$ cat src/rtl/rpv_pkg.sv
// rpv_pkg: shared constants, types and helpers for the row projection variance unit
// holds field widths, configuration register codes, the row record and the divider request
// no dependencies
package rpv_pkg;

  // frame limits and fixed-point scale
  localparam int MAX_WIDTH  = 4096;
  localparam int MAX_HEIGHT = 4096;
  localparam int FRAC_BITS  = 8;

  // field widths
  localparam int PIX_W  = 8;
  localparam int CFG_W  = 13;
  localparam int CNT_W  = 13;
  localparam int POS_W  = 12;
  localparam int MEAN_W = 21;
  localparam int VAR_W  = 31;

  // accumulator and arithmetic widths
  localparam int SUM_W     = 25;
  localparam int SQ_W      = 37;
  localparam int PROD_W    = CFG_W + SQ_W;
  localparam int DIV_W     = PROD_W + FRAC_BITS;
  localparam int DVSR_W    = 2 * CFG_W - 1;
  localparam int DIV_CNT_W = $clog2(DIV_W);

  // stream widths
  localparam int IN_TDATA_W  = 3 * PIX_W;
  localparam int OUT_FIELD_W = CNT_W + POS_W + MEAN_W + VAR_W;
  localparam int OUT_TDATA_W = ((OUT_FIELD_W + 7) / 8) * 8;

  // row queue
  localparam int Q_DEPTH = 4;
  localparam int Q_PTR_W = $clog2(Q_DEPTH);

  // configuration register indexes
  localparam int CFG_IDX_W = 1;
  localparam logic [CFG_IDX_W-1:0] REG_COLUMNS = 1'b0;
  localparam logic [CFG_IDX_W-1:0] REG_ROWS    = 1'b1;

  // register reset values
  localparam logic [CFG_W-1:0] COLUMNS_RST = CFG_W'(640);
  localparam logic [CFG_W-1:0] ROWS_RST    = CFG_W'(480);

  // one finished row handed from front to back
  typedef struct packed {
    logic [CNT_W-1:0] count;
    logic [POS_W-1:0] row;
    logic             last;
    logic [CFG_W-1:0] nrows;
  } row_rec_t;

  // request to the shared divider
  typedef struct packed {
    logic              start;
    logic [DIV_W-1:0]  dividend;
    logic [DVSR_W-1:0] divisor;
  } div_req_t;

  // clamp a register value to 1..hi
  function automatic logic [CFG_W-1:0] clamp_cfg(input logic [CFG_W-1:0] v,
                                                 input logic [CFG_W-1:0] hi);
    logic [CFG_W-1:0] res;
    if (v == '0) begin
      res = CFG_W'(1);
    end else if (v > hi) begin
      res = hi;
    end else begin
      res = v;
    end
    return res;
  endfunction

endpackage

$ cat src/rtl/row_projection_variance_unit.sv
// row_projection_variance_unit: throughput one pixel per cycle while the back end keeps up;
// the back end handles each row in its own sequence and, on the last row of a frame, also
// waits twice on the shared bit-serial divider; this is absorbed by a 4-entry row queue.
// a row result passes from the row queue through the back end sequencer to the output register.
// synchronous active-low reset clears positions, accumulators and queue, restores
// columns to 640 and rows to 480.
module row_projection_variance_unit (
  input  logic                                clk,
  input  logic                                rst_n,
  // in_tdata: red [7:0], green [15:8], blue [23:16]
  input  logic                                in_tvalid,
  output logic                                in_tready,
  input  logic [rpv_pkg::IN_TDATA_W-1:0]      in_tdata,
  // out_tdata: row_black_count, row_index, mean_fixed, variance_fixed, zero padding
  output logic                                out_tvalid,
  input  logic                                out_tready,
  output logic [rpv_pkg::OUT_TDATA_W-1:0]     out_tdata,
  // out_tuser: frame_done
  output logic                                out_tuser,
  input  logic                                cfg_valid,
  output logic                                cfg_ready,
  input  logic [rpv_pkg::CFG_IDX_W-1:0]       cfg_index,
  input  logic [rpv_pkg::CFG_W-1:0]           cfg_data
);
  import rpv_pkg::*;

  row_rec_t          push_rec;
  row_rec_t          pop_rec;
  logic              push;
  logic              pop;
  logic              q_full;
  logic              q_empty;
  div_req_t          div_req;
  logic              div_done;
  logic [DIV_W-1:0]  div_q;
  logic [CNT_W-1:0]  out_count;
  logic [POS_W-1:0]  out_row;
  logic [MEAN_W-1:0] out_mean;
  logic [VAR_W-1:0]  out_var;

  assign cfg_ready = 1'b1;

  // pixel front end
  rpv_front u_front (
    .clk       (clk),
    .rst_n     (rst_n),
    .cfg_valid (cfg_valid),
    .cfg_index (cfg_index),
    .cfg_data  (cfg_data),
    .pix_valid (in_tvalid),
    .pix_ready (in_tready),
    .red       (in_tdata[PIX_W-1:0]),
    .green     (in_tdata[2*PIX_W-1:PIX_W]),
    .blue      (in_tdata[3*PIX_W-1:2*PIX_W]),
    .q_full    (q_full),
    .push      (push),
    .rec       (push_rec)
  );

  // row queue
  rpv_queue u_queue (
    .clk    (clk),
    .rst_n  (rst_n),
    .push   (push),
    .wr_rec (push_rec),
    .pop    (pop),
    .rd_rec (pop_rec),
    .full   (q_full),
    .empty  (q_empty)
  );

  // back end
  rpv_back u_back (
    .clk       (clk),
    .rst_n     (rst_n),
    .q_empty   (q_empty),
    .q_rec     (pop_rec),
    .pop       (pop),
    .div_req   (div_req),
    .div_done  (div_done),
    .div_q     (div_q),
    .out_ready (out_tready),
    .out_valid (out_tvalid),
    .out_count (out_count),
    .out_row   (out_row),
    .out_last  (out_tuser),
    .out_mean  (out_mean),
    .out_var   (out_var)
  );

  // shared divider
  rpv_div u_div (
    .clk      (clk),
    .rst_n    (rst_n),
    .req      (div_req),
    .done     (div_done),
    .quotient (div_q)
  );

  // result packing, first field lowest
  assign out_tdata = {(OUT_TDATA_W-OUT_FIELD_W)'(0), out_var, out_mean, out_row, out_count};

endmodule

$ cat src/rtl/rpv_front.sv
// rpv_front: pixel front end, configuration registers and per-row black pixel counting
// pushes one row record per finished row into the row queue
// depends on rpv_pkg
module rpv_front (
  input  logic                           clk,
  input  logic                           rst_n,
  input  logic                           cfg_valid,
  input  logic [rpv_pkg::CFG_IDX_W-1:0]  cfg_index,
  input  logic [rpv_pkg::CFG_W-1:0]      cfg_data,
  input  logic                           pix_valid,
  output logic                           pix_ready,
  input  logic [rpv_pkg::PIX_W-1:0]      red,
  input  logic [rpv_pkg::PIX_W-1:0]      green,
  input  logic [rpv_pkg::PIX_W-1:0]      blue,
  input  logic                           q_full,
  output logic                           push,
  output rpv_pkg::row_rec_t              rec
);
  import rpv_pkg::*;

  logic [CFG_W-1:0] columns_r, columns_nxt;
  logic [CFG_W-1:0] rows_r, rows_nxt;
  logic [POS_W-1:0] col_pos_r, col_pos_nxt;
  logic [POS_W-1:0] row_pos_r, row_pos_nxt;
  logic [CNT_W-1:0] cur_cnt_r, cur_cnt_nxt;

  logic [CFG_W-1:0] cols_eff;
  logic [CFG_W-1:0] rows_eff;
  logic             accept;
  logic             black;
  logic [CNT_W-1:0] cnt_now;
  logic             row_end;
  logic             last_row;

  // a full queue holds the pixel stream back
  assign pix_ready = !q_full;
  assign accept    = pix_valid && !q_full;

  // effective frame geometry
  assign cols_eff = clamp_cfg(columns_r, CFG_W'(MAX_WIDTH));
  assign rows_eff = clamp_cfg(rows_r, CFG_W'(MAX_HEIGHT));

  // pixel classification and row / frame end detection
  assign black    = (red == '0) && (green == '0) && (blue == '0);
  assign cnt_now  = cur_cnt_r + CNT_W'(black);
  assign row_end  = (CFG_W'(col_pos_r) + CFG_W'(1)) >= cols_eff;
  assign last_row = (CFG_W'(row_pos_r) + CFG_W'(1)) >= rows_eff;

  // row record towards the back end
  assign push      = accept && row_end;
  assign rec.count = cnt_now;
  assign rec.row   = row_pos_r;
  assign rec.last  = last_row;
  assign rec.nrows = rows_eff;

  // configuration writes
  always_comb begin
    columns_nxt = columns_r;
    rows_nxt    = rows_r;
    if (cfg_valid) begin
      case (cfg_index)
        REG_COLUMNS: columns_nxt = cfg_data;
        REG_ROWS:    rows_nxt    = cfg_data;
        default: ;
      endcase
    end
  end

  // position and count update
  always_comb begin
    col_pos_nxt = col_pos_r;
    row_pos_nxt = row_pos_r;
    cur_cnt_nxt = cur_cnt_r;
    if (accept) begin
      if (row_end) begin
        col_pos_nxt = '0;
        cur_cnt_nxt = '0;
        row_pos_nxt = last_row ? '0 : row_pos_r + POS_W'(1);
      end else begin
        col_pos_nxt = col_pos_r + POS_W'(1);
        cur_cnt_nxt = cnt_now;
      end
    end
  end

  always_ff @(posedge clk) begin
    if (!rst_n) begin
      columns_r <= COLUMNS_RST;
      rows_r    <= ROWS_RST;
      col_pos_r <= '0;
      row_pos_r <= '0;
      cur_cnt_r <= '0;
    end else begin
      columns_r <= columns_nxt;
      rows_r    <= rows_nxt;
      col_pos_r <= col_pos_nxt;
      row_pos_r <= row_pos_nxt;
      cur_cnt_r <= cur_cnt_nxt;
    end
  end

endmodule

$ cat src/rtl/rpv_queue.sv
// rpv_queue: short register queue of row records between front and back end
// depends on rpv_pkg
module rpv_queue (
  input  logic              clk,
  input  logic              rst_n,
  input  logic              push,
  input  rpv_pkg::row_rec_t wr_rec,
  input  logic              pop,
  output rpv_pkg::row_rec_t rd_rec,
  output logic              full,
  output logic              empty
);
  import rpv_pkg::*;

  row_rec_t           mem_r [Q_DEPTH];
  logic [Q_PTR_W-1:0] wptr_r, wptr_nxt;
  logic [Q_PTR_W-1:0] rptr_r, rptr_nxt;
  logic [Q_PTR_W:0]   fill_r, fill_nxt;
  logic               do_push;
  logic               do_pop;

  assign full    = fill_r == (Q_PTR_W+1)'(Q_DEPTH);
  assign empty   = fill_r == '0;
  assign do_push = push && !full;
  assign do_pop  = pop && !empty;
  assign rd_rec  = mem_r[rptr_r];

  // pointer and fill level update
  always_comb begin
    wptr_nxt = do_push ? wptr_r + Q_PTR_W'(1) : wptr_r;
    rptr_nxt = do_pop ? rptr_r + Q_PTR_W'(1) : rptr_r;
    fill_nxt = fill_r;
    if (do_push && !do_pop) begin
      fill_nxt = fill_r + (Q_PTR_W+1)'(1);
    end else if (do_pop && !do_push) begin
      fill_nxt = fill_r - (Q_PTR_W+1)'(1);
    end
  end

  always_ff @(posedge clk) begin
    if (!rst_n) begin
      wptr_r <= '0;
      rptr_r <= '0;
      fill_r <= '0;
    end else begin
      wptr_r <= wptr_nxt;
      rptr_r <= rptr_nxt;
      fill_r <= fill_nxt;
    end
  end

  // storage, no reset
  always_ff @(posedge clk) begin
    if (do_push) begin
      mem_r[wptr_r] <= wr_rec;
    end
  end

endmodule

$ cat src/rtl/rpv_div.sv
// rpv_div: restoring divider, one quotient bit per cycle, shared by mean and variance
// depends on rpv_pkg
module rpv_div (
  input  logic                       clk,
  input  logic                       rst_n,
  input  rpv_pkg::div_req_t          req,
  output logic                       done,
  output logic [rpv_pkg::DIV_W-1:0]  quotient
);
  import rpv_pkg::*;

  logic                 busy_r, busy_nxt;
  logic                 done_r, done_nxt;
  logic [DIV_CNT_W-1:0] step_r, step_nxt;
  logic [DIV_W-1:0]     work_r, work_nxt;
  logic [DVSR_W-1:0]    rem_r, rem_nxt;
  logic [DVSR_W-1:0]    dvsr_r, dvsr_nxt;

  logic [DVSR_W:0]      trial;
  logic                 take;
  logic [DVSR_W:0]      diff;

  // one restoring step
  assign trial = {rem_r, work_r[DIV_W-1]};
  assign take  = trial >= {1'b0, dvsr_r};
  assign diff  = trial - {1'b0, dvsr_r};

  assign done     = done_r;
  assign quotient = work_r;

  always_comb begin
    busy_nxt = busy_r;
    done_nxt = 1'b0;
    step_nxt = step_r;
    work_nxt = work_r;
    rem_nxt  = rem_r;
    dvsr_nxt = dvsr_r;
    if (req.start) begin
      busy_nxt = 1'b1;
      step_nxt = '0;
      work_nxt = req.dividend;
      rem_nxt  = '0;
      dvsr_nxt = req.divisor;
    end else if (busy_r) begin
      work_nxt = {work_r[DIV_W-2:0], take};
      rem_nxt  = take ? diff[DVSR_W-1:0] : trial[DVSR_W-1:0];
      step_nxt = step_r + DIV_CNT_W'(1);
      // final quotient bit
      if (step_r == DIV_CNT_W'(DIV_W - 1)) begin
        busy_nxt = 1'b0;
        done_nxt = 1'b1;
      end
    end
  end

  always_ff @(posedge clk) begin
    if (!rst_n) begin
      busy_r <= 1'b0;
      done_r <= 1'b0;
      step_r <= '0;
    end else begin
      busy_r <= busy_nxt;
      done_r <= done_nxt;
      step_r <= step_nxt;
    end
  end

  always_ff @(posedge clk) begin
    work_r <= work_nxt;
    rem_r  <= rem_nxt;
    dvsr_r <= dvsr_nxt;
  end

endmodule

$ cat src/rtl/rpv_back.sv
// rpv_back: back end sequencer, frame accumulators, frame statistics and output register
// drives the shared divider for mean and variance at the end of each frame
// depends on rpv_pkg
module rpv_back (
  input  logic                          clk,
  input  logic                          rst_n,
  input  logic                          q_empty,
  input  rpv_pkg::row_rec_t             q_rec,
  output logic                          pop,
  output rpv_pkg::div_req_t             div_req,
  input  logic                          div_done,
  input  logic [rpv_pkg::DIV_W-1:0]     div_q,
  input  logic                          out_ready,
  output logic                          out_valid,
  output logic [rpv_pkg::CNT_W-1:0]     out_count,
  output logic [rpv_pkg::POS_W-1:0]     out_row,
  output logic                          out_last,
  output logic [rpv_pkg::MEAN_W-1:0]    out_mean,
  output logic [rpv_pkg::VAR_W-1:0]     out_var
);
  import rpv_pkg::*;

  // sequencer states
  localparam logic [2:0] S_IDLE = 3'd0;
  localparam logic [2:0] S_ACC  = 3'd1;
  localparam logic [2:0] S_MUL  = 3'd2;
  localparam logic [2:0] S_SUB  = 3'd3;
  localparam logic [2:0] S_DIVM = 3'd4;
  localparam logic [2:0] S_DIVV = 3'd5;
  localparam logic [2:0] S_OUT  = 3'd6;

  logic [2:0]        state_r, state_nxt;
  row_rec_t          rec_r, rec_nxt;
  logic [SUM_W-1:0]  sum_r, sum_nxt;
  logic [SQ_W-1:0]   sqsum_r, sqsum_nxt;
  logic [PROD_W-1:0] a_r, a_nxt;
  logic [PROD_W-1:0] s2_r, s2_nxt;
  logic [DVSR_W-1:0] rr_r, rr_nxt;
  logic [PROD_W-1:0] diff_r, diff_nxt;
  logic [MEAN_W-1:0] mean_r, mean_nxt;
  logic [VAR_W-1:0]  var_r, var_nxt;

  logic              out_valid_r, out_valid_nxt;
  logic [CNT_W-1:0]  out_count_r;
  logic [POS_W-1:0]  out_row_r;
  logic              out_last_r;
  logic [MEAN_W-1:0] out_mean_r;
  logic [VAR_W-1:0]  out_var_r;
  logic              load_out;
  logic              out_free;

  logic [2*CNT_W-1:0] sq;
  logic [PROD_W-1:0]  a_prod;
  logic [PROD_W-1:0]  s2_prod;
  logic [2*CFG_W-1:0] rr_prod;

  // products: sq for the accumulate step, the other three for the multiply step
  assign sq      = rec_r.count * rec_r.count;
  assign a_prod  = PROD_W'(rec_r.nrows) * PROD_W'(sqsum_r);
  assign s2_prod = PROD_W'(sum_r) * PROD_W'(sum_r);
  assign rr_prod = rec_r.nrows * rec_r.nrows;

  assign out_free = !out_valid_r || out_ready;

  // sequencer
  always_comb begin
    state_nxt        = state_r;
    rec_nxt          = rec_r;
    sum_nxt          = sum_r;
    sqsum_nxt        = sqsum_r;
    a_nxt            = a_r;
    s2_nxt           = s2_r;
    rr_nxt           = rr_r;
    diff_nxt         = diff_r;
    mean_nxt         = mean_r;
    var_nxt          = var_r;
    pop              = 1'b0;
    load_out         = 1'b0;
    div_req.start    = 1'b0;
    div_req.dividend = DIV_W'(sum_r) << FRAC_BITS;
    div_req.divisor  = DVSR_W'(rec_r.nrows);
    case (state_r)
      S_IDLE: begin
        if (!q_empty) begin
          pop       = 1'b1;
          rec_nxt   = q_rec;
          state_nxt = S_ACC;
        end
      end
      S_ACC: begin
        sum_nxt   = sum_r + SUM_W'(rec_r.count);
        sqsum_nxt = sqsum_r + SQ_W'(sq);
        state_nxt = rec_r.last ? S_MUL : S_OUT;
      end
      S_MUL: begin
        a_nxt     = a_prod;
        s2_nxt    = s2_prod;
        rr_nxt    = DVSR_W'(rr_prod);
        state_nxt = S_SUB;
      end
      S_SUB: begin
        // clamp at zero, then start the mean division
        diff_nxt      = (a_r >= s2_r) ? a_r - s2_r : '0;
        div_req.start = 1'b1;
        state_nxt     = S_DIVM;
      end
      S_DIVM: begin
        div_req.dividend = DIV_W'(diff_r) << FRAC_BITS;
        div_req.divisor  = rr_r;
        if (div_done) begin
          mean_nxt      = div_q[MEAN_W-1:0];
          div_req.start = 1'b1;
          state_nxt     = S_DIVV;
        end
      end
      S_DIVV: begin
        if (div_done) begin
          var_nxt   = div_q[VAR_W-1:0];
          sum_nxt   = '0;
          sqsum_nxt = '0;
          state_nxt = S_OUT;
        end
      end
      S_OUT: begin
        if (out_free) begin
          load_out  = 1'b1;
          state_nxt = S_IDLE;
        end
      end
      default: state_nxt = S_IDLE;
    endcase
  end

  // output register valid flag
  always_comb begin
    out_valid_nxt = out_valid_r;
    if (load_out) begin
      out_valid_nxt = 1'b1;
    end else if (out_ready) begin
      out_valid_nxt = 1'b0;
    end
  end

  always_ff @(posedge clk) begin
    if (!rst_n) begin
      state_r     <= S_IDLE;
      sum_r       <= '0;
      sqsum_r     <= '0;
      out_valid_r <= 1'b0;
    end else begin
      state_r     <= state_nxt;
      sum_r       <= sum_nxt;
      sqsum_r     <= sqsum_nxt;
      out_valid_r <= out_valid_nxt;
    end
  end

  // working and output payload
  always_ff @(posedge clk) begin
    rec_r  <= rec_nxt;
    a_r    <= a_nxt;
    s2_r   <= s2_nxt;
    rr_r   <= rr_nxt;
    diff_r <= diff_nxt;
    mean_r <= mean_nxt;
    var_r  <= var_nxt;
    if (load_out) begin
      out_count_r <= rec_r.count;
      out_row_r   <= rec_r.row;
      out_last_r  <= rec_r.last;
      out_mean_r  <= rec_r.last ? mean_r : '0;
      out_var_r   <= rec_r.last ? var_r : '0;
    end
  end

  assign out_valid = out_valid_r;
  assign out_count = out_count_r;
  assign out_row   = out_row_r;
  assign out_last  = out_last_r;
  assign out_mean  = out_mean_r;
  assign out_var   = out_var_r;

endmodule

$ cat config.mk
export PLATFORM = sky130hd
export DESIGN_NAME = row_projection_variance_unit
export DESIGN_NICKNAME = d
export VERILOG_FILES = /design/src/rtl/rpv_pkg.sv /design/src/rtl/row_projection_variance_unit.sv /design/src/rtl/rpv_front.sv /design/src/rtl/rpv_queue.sv /design/src/rtl/rpv_div.sv /design/src/rtl/rpv_back.sv
export SDC_FILE = /design/constraint.sdc
export NUM_CORES = 2
export LEC_CHECK = 0
export ABC_CLOCK_PERIOD_IN_PS = 23000
export BUFFER_PORTS_ARGS = -buffer_cell sky130_fd_sc_hd__buf_2
export CAP_MARGIN = 20
export CORE_UTILIZATION = 62
export DETAILED_ROUTE_END_ITERATION = 10
export PLACE_DENSITY = 0.91
export SLEW_MARGIN = 15
export SYNTH_ARGS = -nofsm -noshare
export SYNTH_HDL_FRONTEND = slang
export SYNTH_SLANG_ARGS = --single-unit
$ cat constraint.sdc
create_clock -name clk -period 23 [get_ports clk]
set_input_delay 4.6 -clock clk [delete_from_list [all_inputs] [get_ports clk]]
set_output_delay 4.6 -clock clk [all_outputs]
set_load 0.01 [all_outputs]
Word-level counts from Yosys, hierarchy flattened --
Memories as Yosys holds them, arrays and structs flattened. A register that Yosys moved wholly into a read port is not among the register bits. Index checks and enable logic that the tools add are counted.
Operators by class: bitwise gates (word level) 4, add/subtract/negate cells 14, $mul 4, mux-type cells 37, equal/unequal tests 12, reductions and logical operators 35, magnitude comparators 6
Operators with widths (count):
- $mux 58 | 2
- $mux 83 | 1
- $pmux 37 s2 | 1
- $mux 13 | 5
- $ge 50x50->1 | 1
- $mul 13x37->50 | 1
- $mul 25x25->50 | 1
- $mux 25 | 2
- $pmux 25 s2 | 1
- $sub 50x50->50 | 1
- $add 37x26->37 | 1
- $mux 37 | 1
- $add 12x1->13 const B | 2
- $ge 13x13->1 | 2
- $ge 26x25->1 | 1
- $gt 13x13->1 const B | 2
- $logic_not 13->1 | 2
- $mul 13x13->26 | 1
- $add 25x13->25 | 1
- $mul 13x13->25 | 1
- $sub 25x25->25 | 1
- $add 12x1->12 const B | 2
- $logic_not 8->1 | 3
- $mux 12 | 2
- 25 further kinds | 74
Word-level totals: logic and storage cells 143, memories 1, memory bits (writable) 156, register bits after elaboration 557
Memory list:
- u_queue.mem_r | depth 4, bits a word 39, read ports 1, clocked after Yosys merged registers in 1, wr ports 1, RTL line rpv_queue.sv:15 | row_rec_t mem_r [Q_DEPTH];

Logic depth before layout (Yosys ltp) --
depth in word-level cells 10, mapped depth 29

Hierarchy --
Synthesis repeated with hierarchy kept, for this count alone.
Unflattened totals: cell total of the unflattened synthesis 7404, area total of the unflattened synthesis 75577.5 µm²
By module, submodules not included:
- rpv_back | area an instance 59487.1 µm², instances 1, sequential area each 11591.1 µm², cells an instance 6115
- rpv_div | area an instance 6291.0 µm², instances 1, sequential area each 3153.0 µm², cells an instance 563
- rpv_queue | area an instance 6100.9 µm², instances 1, sequential area each 4864.7 µm², cells an instance 251
- rpv_front | area an instance 3661.0 µm², instances 1, sequential area each 1261.2 µm², cells an instance 469
- row_projection_variance_unit | area an instance 37.5 µm², instances 1, sequential area each 0.0 µm², cells an instance 6

Worst setup path before layout --
Ideal clock, no wire load.
path kind register to register, start register u_back.state_r[0], end register u_back.a_r[0], enable pin, period minus slack after synthesis 9.659 ns, arrival 8.903 ns, cell stages (with the launch flop) 3, slack 13.341 ns, library setup time 0.756 ns, cells stage by stage dfxtp_1 -> clkbuf_1 -> nor3_1
Between the ends: longest elaborated chain between the ends 1
RTL lines:
- start: declaration | RTL line rpv_back.sv:32 | logic [2:0] state_r, state_nxt;
- start signal: assignment | RTL line rpv_back.sv:151 | state_r <= state_nxt;
- $eq 3x2->1 | RTL line rpv_back.sv:82 | case (state_r)
- end signal: assignment | RTL line rpv_back.sv:161 | a_r <= a_nxt;
- end: declaration | RTL line rpv_back.sv:36 | logic [PROD_W-1:0] a_r, a_nxt;
No other way between the ends. A chain may end at the register's enable or synchronous reset.

Worst setup path in the final report --
start register u_back.sum_r[3], end register u_back.s2_r[49] (data pin)
Between the ends: longest elaborated chain between the ends 1
RTL lines:
- start: declaration | RTL line rpv_back.sv:34 | logic [SUM_W-1:0] sum_r, sum_nxt;
- start signal: assignment | RTL line rpv_back.sv:152 | sum_r <= sum_nxt;
- $mul 25x25->50 | RTL line rpv_back.sv:60 | assign s2_prod = PROD_W'(sum_r) * PROD_W'(sum_r);
- via u_back.s2_prod[49] | RTL line rpv_back.sv:54 | logic [PROD_W-1:0] s2_prod;
- end signal: assignment | RTL line rpv_back.sv:162 | s2_r <= s2_nxt;
- end: declaration | RTL line rpv_back.sv:37 | logic [PROD_W-1:0] s2_r, s2_nxt;
The timed path passes the listed nets, and every way through them passes these cells.

==> qor.yml <==
layout:
  layout_commonest_cell: "inv_1"
  fillers: 8621
  final_cell_mix: "inv_1 (1467), fa_1 (1069), nand2_1 (885), edfxtp_1 (581), ha_1 (550)"
  synthToLayoutAreaGrowth_pct: 5.96
  drive_gt1_share_pct: 5.39
  finalInstanceArea_um2: 80100
  final_nets: 9133
cts:
  numCtsBuffers: 80
  post-cts-setup-buffers: 0
  cts_tree: "built"
  cts-hold-fix-buffers: 0
  cts_resized: 0
  cts_root_buffer: "clkbuf_16"
  clock_latency_ns: 0.70
  clk_pin_slew_ns: 0.07
  cts_max_path_buffers: 3
  clkSinkCount: 750
  htreeDepth: 3
timing:
  clock_skew_ns: 0.0507
  finalHoldViolCount: 0
  worst_slew_pin_slew_ns: 1.28
  fin_setup_tns_ns: 0
  setup-violations-final: 0
  period_share_pct: 37.9
  rsz0062_at_grt: "false"
  finalWorstPathRequiredPeriod_ns: 8.73
  slew_headroom_pct: 14.5
  slew_viol_final: 0
  max_freq_ghz: 0.115
worst_setup_path:
  critical_path_class: "reg2reg"
  endpoint_kind: "register"
  required_ns: 23.44
  worstSetupStartpointType: "register"
  cp_max_fo: 24
  worstPathArrival_ns: 9.17
floorplan:
  io_pins: 127
  core_area_um2: 120000
  floorplan.initialDensity_pct: 62.8
  die_w_um: 351
  die_area_um2: 123000
  num_rows: 127
  fp.dieH_um: 351
synth:
  ys_ff_latch: 750
  synth_area_leaders: "fa_1 (28%), edfxtp_1 (23%), ha_1 (9.1%), inv_1 (7.3%), dfxtp_1 (4.5%)"
  yosysWarnings: 0
  yosysTopAreaCellShare_pct: 28.3
  synth_cell_types: 91
  netlist_area_um2: 75600
  yosysTopAreaCell: "fa_1"
  syn_inst: 7529
  synth_edf_count: 581
  avgSynthCellArea_um2: 10.0
  async_flop_share_pct: 0
  ys_seq_area_share_pct: 27.6
  ys.flop_type: "edfxtp_1"
routing:
  via_count: 53983
  ant_nets: 0
  drcViolationCount: 0
  drtIter0Drc: 4943
  wl_per_cell_um: 20.3
  viasPerCell: 5.90
  drt_wl_total_um: 186000
  firstDrtPassIters: 8
global_route:
  grt_pass1_vias: 57782
  grt_antenna_before_repair: 1
  grt_pass1_wl_um: 300000
  grt_overflow_total: 0
  grt.total_usage_pct: 31.1
  grt_max_degree: 93
placement:
  port-buffer-count: 122
  place_area_um2: 77400
  globalplace.congestion: 0.984
  dp_hpwl_um: 140000
run_status:
  status: "complete, no violations"
flow_run:
  drv_cap: 0
min_path:
  min_path_type: "reg2reg"
==> per-layer routing <==
layer | wire [um] | share of wire (%) | up-vias | GRT usage [%]
met5 | 13 | 0.0070 | - | 0
met4 | 8960 | 4.8 | 2 | 14.3
met3 | 17800 | 9.6 | 578 | 6.16
met2 | 89100 | 48 | 2966 | 51.7
met1 | 70300 | 38 | 26620 | 39.3
li1 | - | - | 23817 | -
==> area by class of cell <==
class	instances	area (um^2)	area share, %
Tap cell	1612	2020	2.52
Antenna cell	1	2.50	0.00312
Clock inverter	46	527	0.658
Multi-Input combinational cell	4989	48000	59.9
Clock buffer	104	2150	2.69
Inverter	1469	5510	6.89
Timing Repair Buffer	181	1060	1.32
Sequential cell	750	20800	26.0
==> critical path, cell delays in order (launching register included) <==
cell,delay [ns]
dfxtp_1,1.17
inv_1,0.62
nor2_1,0.35
fa_1,0.46
fa_1,0.52
fa_1,0.57
inv_1,0.06
fa_1,0.49
inv_1,0.05
fa_1,0.52
fa_1,0.50
inv_1,0.05
fa_1,0.47
inv_1,0.04
ha_1,0.37
a21o_1,0.19
a21oi_1,0.20
o221ai_1,0.14
a41oi_1,0.36
o211ai_1,0.23
a211oi_1,0.51
o21ai_1,0.21
a31oi_1,0.25
xnor2_1,0.12
==> logic make-up (layout without fill, tap and decap cells) <==
| group | count (synthesis) | count (layout) | share of synthesized area, % |
|---|---|---|---|
| xor gates and xnor gates | 280 | 280 | 3.24 |
| and+or+nand+nor | 2086 | 2086 | 13.2 |
| muxes | 73 | 73 | 1.63 |
| AOI/OAI and AO/OA | 927 | 927 | 7.93 |
| buffers and inverters | 1792 | 1800 | 9.05 |
| DFF | 750 | 750 | 27.6 |
| other | 2 | 5 | 0.00994 |
| adders and majority gates | 1619 | 1619 | 37.4 |
==> sequential cells by signal, summed over array words and instances (netlist names), 24 cells and up <==
register / count
u_back.diff_r: 50
u_back.var_r: 31
u_div.dvsr_r: 25
u_div.quotient: 58
u_back.a_r: 50
u_div.rem_r: 25
u_queue.mem_r: 156
u_back.rr_r: 24
u_back.sum_r: 25
u_back.s2_r: 49
u_back.rec_r: 39
u_back.sqsum_r: 37
u_back.out_var: 31
==> metrics by stage <==
| step | setup slack [ns] | util, % | std cells | hold WS, ns |
|---|---|---|---|---|
| after detailed placement | 14.54 | 64.3 | 9000 | 0.410 |
| after floorplan | 13.34 | - | 7531 | 0.400 |
| final | 14.27 | 66.5 | 9152 | 0.423 |
| after global routing | 14.10 | 66.5 | 9151 | 0.428 |
| after global placement | 14.75 | 64.3 | 9000 | 0.407 |
| after CTS | 14.50 | 66.5 | 9150 | 0.425 |
==> synthesized netlist by cell type (all sizes together), types with 117 or more instances <==
cell and number:
a21o 125, a21oi 273, and2 448, clkbuf 287
dfxtp 169, edfxtp 581, fa 1069, ha 550
inv 1468, nand2 885, nor2 312, o21ai 192
xnor2 163, xor2 117
==> worst paths after layout <==
check | start | endpoint | slack, ns | cells past startpoint
setup / recovery | u_back.sum_r[3] | u_back.s2_r[49] | 14.27 | 23
hold / removal | u_back.rec_r[22] | u_back.out_row[8] | 0.42 | 0
setup reg to reg | u_back.sum_r[3] | u_back.s2_r[49] | 14.27 | 23
hold reg to reg | u_back.rec_r[22] | u_back.out_row[8] | 0.42 | 0
Power is left out: the tool's default activity adds up to more than one toggle a clock period on the data nets, which glitch-free logic cannot reach.
